[src/hdl/balu_pkg.sv]
// Shared types and constants for the byte ALU with BCD and flags.
package balu_pkg;

  // Operation codes carried in the slave-side tuser
  typedef enum logic [3:0] {
    OP_ADC  = 4'd0,
    OP_SBC  = 4'd1,
    OP_AND  = 4'd2,
    OP_OR   = 4'd3,
    OP_XOR  = 4'd4,
    OP_ASL  = 4'd5,
    OP_LSR  = 4'd6,
    OP_ROL  = 4'd7,
    OP_ROR  = 4'd8,
    OP_CMP  = 4'd9,
    OP_BIT  = 4'd10,
    OP_INC  = 4'd11,
    OP_DEC  = 4'd12,
    OP_LOAD = 4'd13
  } balu_op_t;

  // BCD digit limits and correction terms
  localparam logic [5:0] BCD_DIGIT_MAX = 6'd9;
  localparam logic [5:0] BCD_FIX_DIGIT = 6'd6;
  localparam logic [5:0] NIBBLE_MAX    = 6'd15;
  localparam logic [9:0] BCD_FIX_HIGH  = 10'h060;

  // One operation as held in the input register
  typedef struct packed {
    logic [3:0] mode;
    logic [7:0] operand_a;
    logic [7:0] operand_b;
    logic       carry_in;
    logic       overflow_in;
    logic       decimal_flag;
  } balu_req_t;

  // One result as held in the output register
  typedef struct packed {
    logic [7:0] result;
    logic       negative;
    logic       zero;
    logic       carry_out;
    logic       overflow_out;
  } balu_res_t;

endpackage

[src/hdl/balu_core.sv]
// Combinational datapath of the byte ALU: result byte and new N, Z, C, V flags.
module balu_core
  import balu_pkg::*;
(
  input  balu_req_t req,
  output balu_res_t res
);

  logic [7:0] a;
  logic [7:0] b;
  logic [7:0] nb;
  logic [8:0] add_sum;
  logic [8:0] sub_sum;
  logic [8:0] cmp_diff;
  logic       add_v;
  logic       sub_v;
  logic [5:0] dadd_lo;
  logic [5:0] dadd_lo_fix;
  logic [5:0] dadd_hi;
  logic [5:0] dadd_hi_fix;
  logic [5:0] dsub_lo;
  logic [5:0] dsub_lo_m6;
  logic [5:0] dsub_lo_fix;
  logic [9:0] dsub_hi;
  logic [9:0] dsub_hi_fix;
  logic [7:0] r;
  logic       nz_from_r;

  assign a  = req.operand_a;
  assign b  = req.operand_b;
  assign nb = ~b;

  // Binary add and subtract; N, Z, V always come from these
  assign add_sum  = {1'b0, a} + {1'b0, b} + {8'd0, req.carry_in};
  assign sub_sum  = {1'b0, a} + {1'b0, nb} + {8'd0, req.carry_in};
  assign cmp_diff = {1'b0, a} - {1'b0, b};
  assign add_v    = (a[7] ^ add_sum[7]) & (b[7] ^ add_sum[7]);
  assign sub_v    = (a[7] ^ sub_sum[7]) & (nb[7] ^ sub_sum[7]);

  // Decimal add: correct each digit above nine
  assign dadd_lo     = {2'b00, a[3:0]} + {2'b00, b[3:0]} + {5'd0, req.carry_in};
  assign dadd_lo_fix = (dadd_lo > BCD_DIGIT_MAX) ? dadd_lo + BCD_FIX_DIGIT : dadd_lo;
  assign dadd_hi     = {2'b00, a[7:4]} + {2'b00, b[7:4]}
                     + {5'd0, (dadd_lo_fix > NIBBLE_MAX)};
  assign dadd_hi_fix = (dadd_hi > BCD_DIGIT_MAX) ? dadd_hi + BCD_FIX_DIGIT : dadd_hi;

  // Decimal subtract: signed digit arithmetic, borrow correction on each digit
  assign dsub_lo     = {2'b00, a[3:0]} - {2'b00, b[3:0]} + {5'd0, req.carry_in} - 6'd1;
  assign dsub_lo_m6  = dsub_lo - BCD_FIX_DIGIT;
  assign dsub_lo_fix = dsub_lo[5] ? {2'b11, dsub_lo_m6[3:0]} : dsub_lo;
  assign dsub_hi     = {2'b00, a[7:4], 4'h0} - {2'b00, b[7:4], 4'h0}
                     + {{4{dsub_lo_fix[5]}}, dsub_lo_fix};
  assign dsub_hi_fix = dsub_hi[9] ? dsub_hi - BCD_FIX_HIGH : dsub_hi;

  // Select the result byte and flags per operation
  always_comb begin
    r                = a;
    nz_from_r        = 1'b1;
    res.result       = a;
    res.negative     = a[7];
    res.zero         = (a == 8'h00);
    res.carry_out    = req.carry_in;
    res.overflow_out = req.overflow_in;
    case (req.mode)
      OP_ADC: begin
        r                = add_sum[7:0];
        res.overflow_out = add_v;
        res.carry_out    = req.decimal_flag ? (dadd_hi_fix > NIBBLE_MAX) : add_sum[8];
      end
      OP_SBC: begin
        r                = sub_sum[7:0];
        res.overflow_out = sub_v;
        res.carry_out    = sub_sum[8];
      end
      OP_AND: r = a & b;
      OP_OR:  r = a | b;
      OP_XOR: r = a ^ b;
      OP_ASL: begin
        r             = {a[6:0], 1'b0};
        res.carry_out = a[7];
      end
      OP_LSR: begin
        r             = {1'b0, a[7:1]};
        res.carry_out = a[0];
      end
      OP_ROL: begin
        r             = {a[6:0], req.carry_in};
        res.carry_out = a[7];
      end
      OP_ROR: begin
        r             = {req.carry_in, a[7:1]};
        res.carry_out = a[0];
      end
      OP_CMP: begin
        r             = cmp_diff[7:0];
        res.carry_out = ~cmp_diff[8];
      end
      OP_BIT: begin
        r                = a & b;
        nz_from_r        = 1'b0;
        res.overflow_out = b[6];
      end
      OP_INC: r = a + 8'd1;
      OP_DEC: r = a - 8'd1;
      default: r = a;
    endcase

    // N and Z follow the binary byte; bit test takes N from the operand
    res.result   = r;
    res.zero     = (r == 8'h00);
    res.negative = nz_from_r ? r[7] : b[7];

    // Decimal mode replaces the result byte of add and subtract; the add carry comes from the decimal sum
    if (req.decimal_flag && (req.mode == OP_ADC)) begin
      res.result = {dadd_hi_fix[3:0], dadd_lo_fix[3:0]};
    end else if (req.decimal_flag && (req.mode == OP_SBC)) begin
      res.result = dsub_hi_fix[7:0];
    end
  end

endmodule

[src/hdl/byte_alu_with_bcd_and_flags.sv]
// Top level of the byte ALU with BCD and flags: input register, datapath, result register.
//
// 6502-style byte ALU. Each slave-side transfer carries one operation in tuser and the
// operands and incoming C, V, D flags in tdata; each master-side transfer returns the
// result byte and the new N, Z, C, V flags. The block takes one transfer every cycle
// unless back-pressure fills both registers; each operation passes the input register,
// then the result register, with the whole ALU as one combinational pass between them.
// Both registers advance independently, so a new operation is taken while a finished
// result still waits on the master side; tready drops only when both hold data.
// Codes above load (14 and 15) behave as load.
module byte_alu_with_bcd_and_flags
  import balu_pkg::*;
(
  input  logic        clk,
  input  logic        rst,
  input  logic        s_axis_tvalid,
  output logic        s_axis_tready,
  // [7:0] operand_a, [15:8] operand_b, [16] carry_in, [17] overflow_in,
  // [18] decimal_flag, [23:19] zero
  input  logic [23:0] s_axis_tdata,
  // [3:0] mode
  input  logic [3:0]  s_axis_tuser,
  output logic        m_axis_tvalid,
  input  logic        m_axis_tready,
  // [7:0] result, [8] negative, [9] zero, [10] carry_out, [11] overflow_out,
  // [15:12] zero
  output logic [15:0] m_axis_tdata
);

  logic      req_valid;
  balu_req_t req;
  balu_res_t res_comb;
  logic      res_valid;
  balu_res_t res;
  logic      res_free;

  // Result register can load when empty or being drained
  assign res_free      = ~res_valid | m_axis_tready;
  assign s_axis_tready = ~req_valid | res_free;

  // Input register valid
  always_ff @(posedge clk) begin
    if (rst) begin
      req_valid <= 1'b0;
    end else if (s_axis_tready) begin
      req_valid <= s_axis_tvalid;
    end
  end

  // Capture operation on transfer
  always_ff @(posedge clk) begin
    if (s_axis_tvalid && s_axis_tready) begin
      req.mode         <= s_axis_tuser;
      req.operand_a    <= s_axis_tdata[7:0];
      req.operand_b    <= s_axis_tdata[15:8];
      req.carry_in     <= s_axis_tdata[16];
      req.overflow_in  <= s_axis_tdata[17];
      req.decimal_flag <= s_axis_tdata[18];
    end
  end

  balu_core u_core (
    .req (req),
    .res (res_comb)
  );

  // Result register valid
  always_ff @(posedge clk) begin
    if (rst) begin
      res_valid <= 1'b0;
    end else if (res_free) begin
      res_valid <= req_valid;
    end
  end

  // Hold result until the master side takes it
  always_ff @(posedge clk) begin
    if (req_valid && res_free) begin
      res <= res_comb;
    end
  end

  assign m_axis_tvalid = res_valid;
  assign m_axis_tdata  = {4'h0, res.overflow_out, res.carry_out, res.zero,
                          res.negative, res.result};

endmodule
[config.mk]
export PLATFORM = sky130hd
export DESIGN_NAME = byte_alu_with_bcd_and_flags
export DESIGN_NICKNAME = d
export VERILOG_FILES = /design/src/hdl/balu_pkg.sv /design/src/hdl/balu_core.sv /design/src/hdl/byte_alu_with_bcd_and_flags.sv
export SDC_FILE = /design/constraint.sdc
export NUM_CORES = 1
export LEC_CHECK = 0
export ABC_CLOCK_PERIOD_IN_PS = 7470
export BUFFER_PORTS_ARGS = -buffer_cell sky130_fd_sc_hd__buf_2
export CELL_PAD_IN_SITES_DETAIL_PLACEMENT = 0
export CELL_PAD_IN_SITES_GLOBAL_PLACEMENT = 1
export CORE_MARGIN = 8
export CORE_UTILIZATION = 45
export DETAILED_ROUTE_END_ITERATION = 10
export PLACE_DENSITY = 0.82
export SYNTH_ARGS = -nofsm -noshare
export SYNTH_HDL_FRONTEND = slang
export SYNTH_HIERARCHICAL = 1
export SYNTH_SLANG_ARGS = --single-unit
[constraint.sdc]
create_clock -name clk -period 7.47 [get_ports clk]
set_input_delay 1.494 -clock clk [delete_from_list [all_inputs] [get_ports clk]]
set_output_delay 1.494 -clock clk [all_outputs]
set_load 0.005 [all_outputs]
; Word-level counts from Yosys, hierarchy flattened
; Cells that the tools add are included.
; Widths: inputs -> output; s select.
[word_totals]
regBits = 37
latchBits = 0
mem_bits_rw = 0
romBits = 0
out_inout_bits = 18
wordCells = 84
n_memories = 0
[classes]
add_sub_neg = 20
multipliers = 0
n_div = 0
n_lt_le_gt_ge = 4
eq_ne = 12
shift = 0
n_mux = 11
n_bitwise = 15
n_reduce_logical = 9
[ops]
columns = op, n
row1 = $pmux 8 s12, 1
row2 = $gt 6x4->1 const B, 4
row3 = $mux 8, 3
row4 = $eq 4x4->1 const B, 5
row5 = $add 6x1->6, 3
row6 = $add 8x8->9, 2
row7 = $add 9x1->9, 2
row8 = $mux 6, 3
row9 = $sub 8x8->9, 2
row10 = $eq 4x3->1 const B, 4
row11 = $add 6x3->6 const B, 2
row12 = $add 4x4->5, 2
row13 = $add 9x6->10, 1
row14 = $add 8x1->8 const B, 1
row15 = $and 8x8->8, 1
row16 = $eq 4x2->1 const B, 2
row17 = $logic_not 8->1, 1
row18 = $not 8->8, 1
row19 = $or 8x8->8, 1
row20 = $sub 8x1->8 const B, 1
row21 = $sub 8x7->8 const B, 1
row22 = $xor 8x8->8, 1
row23 = $reduce_or 2->1, 3
row24 = $sub 6x1->6 const B, 1
row25 = 12 further kinds, 23

; Longest topological paths before layout
[depth]
word_depth = 11
depth_mapped = 18

; Hierarchy
; Netlist, hierarchy kept.
[by_module_without_submodules]
columns = mod, n_inst, cells_each, area_each_um2, seq_area_each_um2
row1 = balu_core, 1, 499, 3395.8, 0.0
row2 = byte_alu_with_bcd_and_flags, 1, 50, 1188.6, 1091.0

; Worst setup path after synthesis
; No wires, ideal clock.
[synth_path]
path_kind = register -> register
from = register req[13] (netlist name)
to = register res, in the netlist m_axis_tdata[7] (data pin)
setup_time_ns = 0.264
t_arrival_ns = 3.680
required_ns = 7.206
setup_slack_ns = 3.525
path_stages_with_launch = 19
path_buffers = 1
period_less_slack_ns = 3.945
path_cell_list = edfxtp_1 inv_1 ha_1 clkbuf_1 inv_1 a21oi_1 xor2_1 o22a_1 o21ai_0 ha_1 fa_1 xor2_1 ha_1 nor2_1 mux2_2 nand2_1 o2111a_1 a31oi_1 o31ai_1
[synth_rtl]
columns = element, line
row1 = end signal: assignment, byte_alu_with_bcd_and_flags.sv:79  ; res <= res_comb;
row2 = end: declaration, byte_alu_with_bcd_and_flags.sv:34  ; balu_res_t res;

==> impl_metrics.py <==
metrics = {
    "critical_path": {
        "critical_path_class": "flip-flop to flip-flop",
        "cp_data_arrival_time_ns": 4.56,
        "r2r_cells": 17,
        "cp-end-kind": "flip-flop",
        "r2r_start": "req[13]",
        "cp-startpoint": "req[13]",
        "critPathMaxFanout": 16,
        "start_kind": "flip-flop",
        "required_ns": 7.53,
    },
    "yosys": {
        "synth_seq_area_share_pct": 23.8,
        "synth.distinct_cells": 75,
        "synth_top_area_cell": "edfxtp_1",
        "syn_area_sq_um": 4580,
        "synthFlopType": "edfxtp_1",
        "synthTopCellsByArea": "edfxtp_1, ha_1, a21oi_1",
        "async_flop_share_pct": 0,
        "yosysMostFrequentCell": "a21oi_1",
        "yosysTopAreaCellShare_pct": 22.9,
        "synth.avg_cell_area_sq_um": 8.35,
        "syn_inst": 549,
        "ys_ff_latch": 37,
        "ys_top_cells_by_count": "a21oi_1, ha_1, inv_1",
        "synth_edf_count": 35,
        "synth_warnings": 6,
    },
    "die": {
        "ios": 50,
        "row_count": 37,
        "die_height_um": 117,
        "initial_core_util_pct": 45.4,
        "die-area_sq_um": 13700,
        "die_w_um": 117,
        "coreArea_sq_um": 10100,
    },
    "timing": {
        "rsz0062_at_grt": "no",
        "hold_slack_ns": 0.494,
        "slew_viol_final": 0,
        "relSlewSlack_pct": 22.3,
        "worst_pin_slew_ns": 1.16,
        "finalCritPeriodShare_pct": 60.2,
        "setup_tns_ns": 0,
        "final_hold_viol_count": 0,
        "max_freq_mhz": 222,
        "setup_viol": 0,
        "fin_ws_ns": 2.97,
        "fin_skew_ns": 0.0188,
        "fin_crit_ns": 4.50,
    },
    "clock_tree": {
        "clock_latency_ns": 0.32,
        "clk_path_buf_depth": 2,
        "cts.repair.resized": 0,
        "clockRootBuffer": "clkbuf_8",
        "hold_buffers": 0,
        "clk_pin_slew_worst_paths_ns": 0.10,
        "h-tree-depth": 2,
        "cts_setup_buffers": 0,
        "cts_made_buffers": 5,
        "cts_tree": "built",
        "clkSinkCount": 37,
    },
    "finish": {
        "insertedDiodeCount": 0,
        "nFillCells": 1026,
        "seqCellArea_sq_um": 1090,
        "fin_nets": 655,
        "areaGrowthSynthToFinish_pct": 8.73,
        "postLayoutCellArea_sq_um": 4980,
        "multi_input_area_sq_um": 3190,
        "drive_gt1_share_pct": 13.1,
        "fin_util_pct": 49.4,
    },
    "global_routing": {
        "overflow": 0,
        "grt_max_degree": 44,
        "grt_usage_pct": 21.6,
        "grt_first_pass_wirelength_um": 22500,
        "grt_pass1_vias": 4224,
        "antenna_found_initial": 0,
    },
    "power": {
        "ir_drop_mv": 0.0787,
        "pwr-share-seq_pct": 30.2,
        "switchingPower_uw": 323,
        "switching_share_pct": 37.9,
        "p_clk_share_pct": 26.2,
        "combPwrFrac_pct": 43.6,
        "leakagePower_uw": 0.00204,
        "internal_power_uw": 529,
        "power_density_nw_per_um2": 171,
    },
    "placed_design": {
        "dpl.hpwl_um": 10800,
        "placed_area_sq_um": 4850,
        "place_ws_ns": 3.00,
        "io_buffers": 40,
        "place.gp.congestion": 0.919,
    },
    "status": {
        "outcome": "finished clean",
    },
    "detailed_routing": {
        "dr_total_vias": 4298,
        "ant_nets": 0,
        "wl_um": 14400,
        "drc": 0,
        "firstDrtPassIters": 5,
        "routed_via_density": 6.06,
        "wl_per_cell_um": 20.3,
        "first_iter_violations": 391,
    },
    "job": {
        "cap_violations": 0,
    },
    "min_path": {
        "min_from": "req_valid",
        "min_path_cells": 2,
        "hold_path_class": "flip-flop to flip-flop",
    },
}
final timing paths:
path | to | slack, ns
max | m_axis_tdata[7] | 2.97
min | m_axis_tvalid | 0.49
max reg2reg | m_axis_tdata[7] | 2.97
min reg2reg | m_axis_tvalid | 0.49
metrics by stage:
| stage | cells | total power, uW |
|---|---|---|
| 5_1_grt | 709 | 905 |
| 6_report | 709 | 852 |
| 3_3_place_gp | 701 | 616 |
| 3_5_place_dp | 701 | 627 |
| 4_1_cts | 709 | 854 |
| 2_1_floorplan | 552 | 534 |
flip-flops by register name (all words and copies together) (netlist names):
name and count:
m_axis_tdata 12, req 23, m_axis_tvalid 1, req_valid 1
layout by cell type, fill, tap and decap left out, drive strengths merged, types with 7 or more instances in the layout:
cell type	Yosys	layout
a21oi	52	52
buf	17	44
inv	42	43
ha	41	41
nand2	36	36
nor2	36	36
edfxtp	35	35
o21ai	25	25
xnor2	14	14
a31oi	13	13
nand3	13	13
nor3	13	13
nor2b	13	13
o211ai	12	12
nand2b	10	10
fa	10	10
xor2	9	9
or2	9	9
a21o	8	8
o22ai	8	8
o31ai	7	7
mux2i	7	7
cell type report:
cell class / instances / area share [%]
multi-input combinational: 441 / 64.1
tap: 136 / 3.41
sequential: 37 / 21.9
inverter: 43 / 3.24
clock buffer: 5 / 1.38
timing repair buffer: 44 / 4.62
clock inverter: 3 / 1.38
critical path: stages, from the launching register on:
cell,delay [ns]
edfxtp_1,0.51
inv_1,0.12
ha_1,0.62
inv_1,0.15
a21oi_1,0.21
xor2_1,0.35
o22a_1,0.27
o21ai_0,0.16
ha_1,0.30
fa_1,0.39
xor2_1,0.17
ha_1,0.25
nor2_1,0.10
mux2_2,0.15
nand2_1,0.05
o2111a_1,0.22
a31oi_1,0.14
o31ai_1,0.09
kinds of logic (layout without fill, tap and decap cells):
group | count (synthesis) | in the layout | synth area share [%]
buf+inv | 74 | 95 | 6.77
xor+xnor | 23 | 23 | 4.39
compound gates | 177 | 177 | 26.1
flops | 37 | 37 | 23.8
fa+ha+maj | 51 | 51 | 15.6
mux | 11 | 11 | 2.51
simple gates | 175 | 175 | 20.7
other cells | 1 | 4 | 0.0818
per-layer routing:
metal / vias to the layer above / global-route usage (%) / routed length (um)
met4: 0 / 5.97 / 250
met3: 20 / 3.69 / 937
met5: - / 0 / 0
met1: 2043 / 28.5 / 6410
li1: 2082 / - / -
met2: 153 / 35.6 / 6810
power groups by stage:
| stage | Combinational [uW] | Sequential, uW | Clock [uW] |
|---|---|---|---|
| 2_1_floorplan | 276 | 258 | 0 |
| 5_1_grt | 411 | 259 | 236 |
| 3_5_place_dp | 365 | 262 | 0 |
| 3_3_place_gp | 355 | 262 | 0 |
| 6_report | 371 | 257 | 223 |
| 4_1_cts | 367 | 257 | 230 |
(Power assumes the default switching activity.)
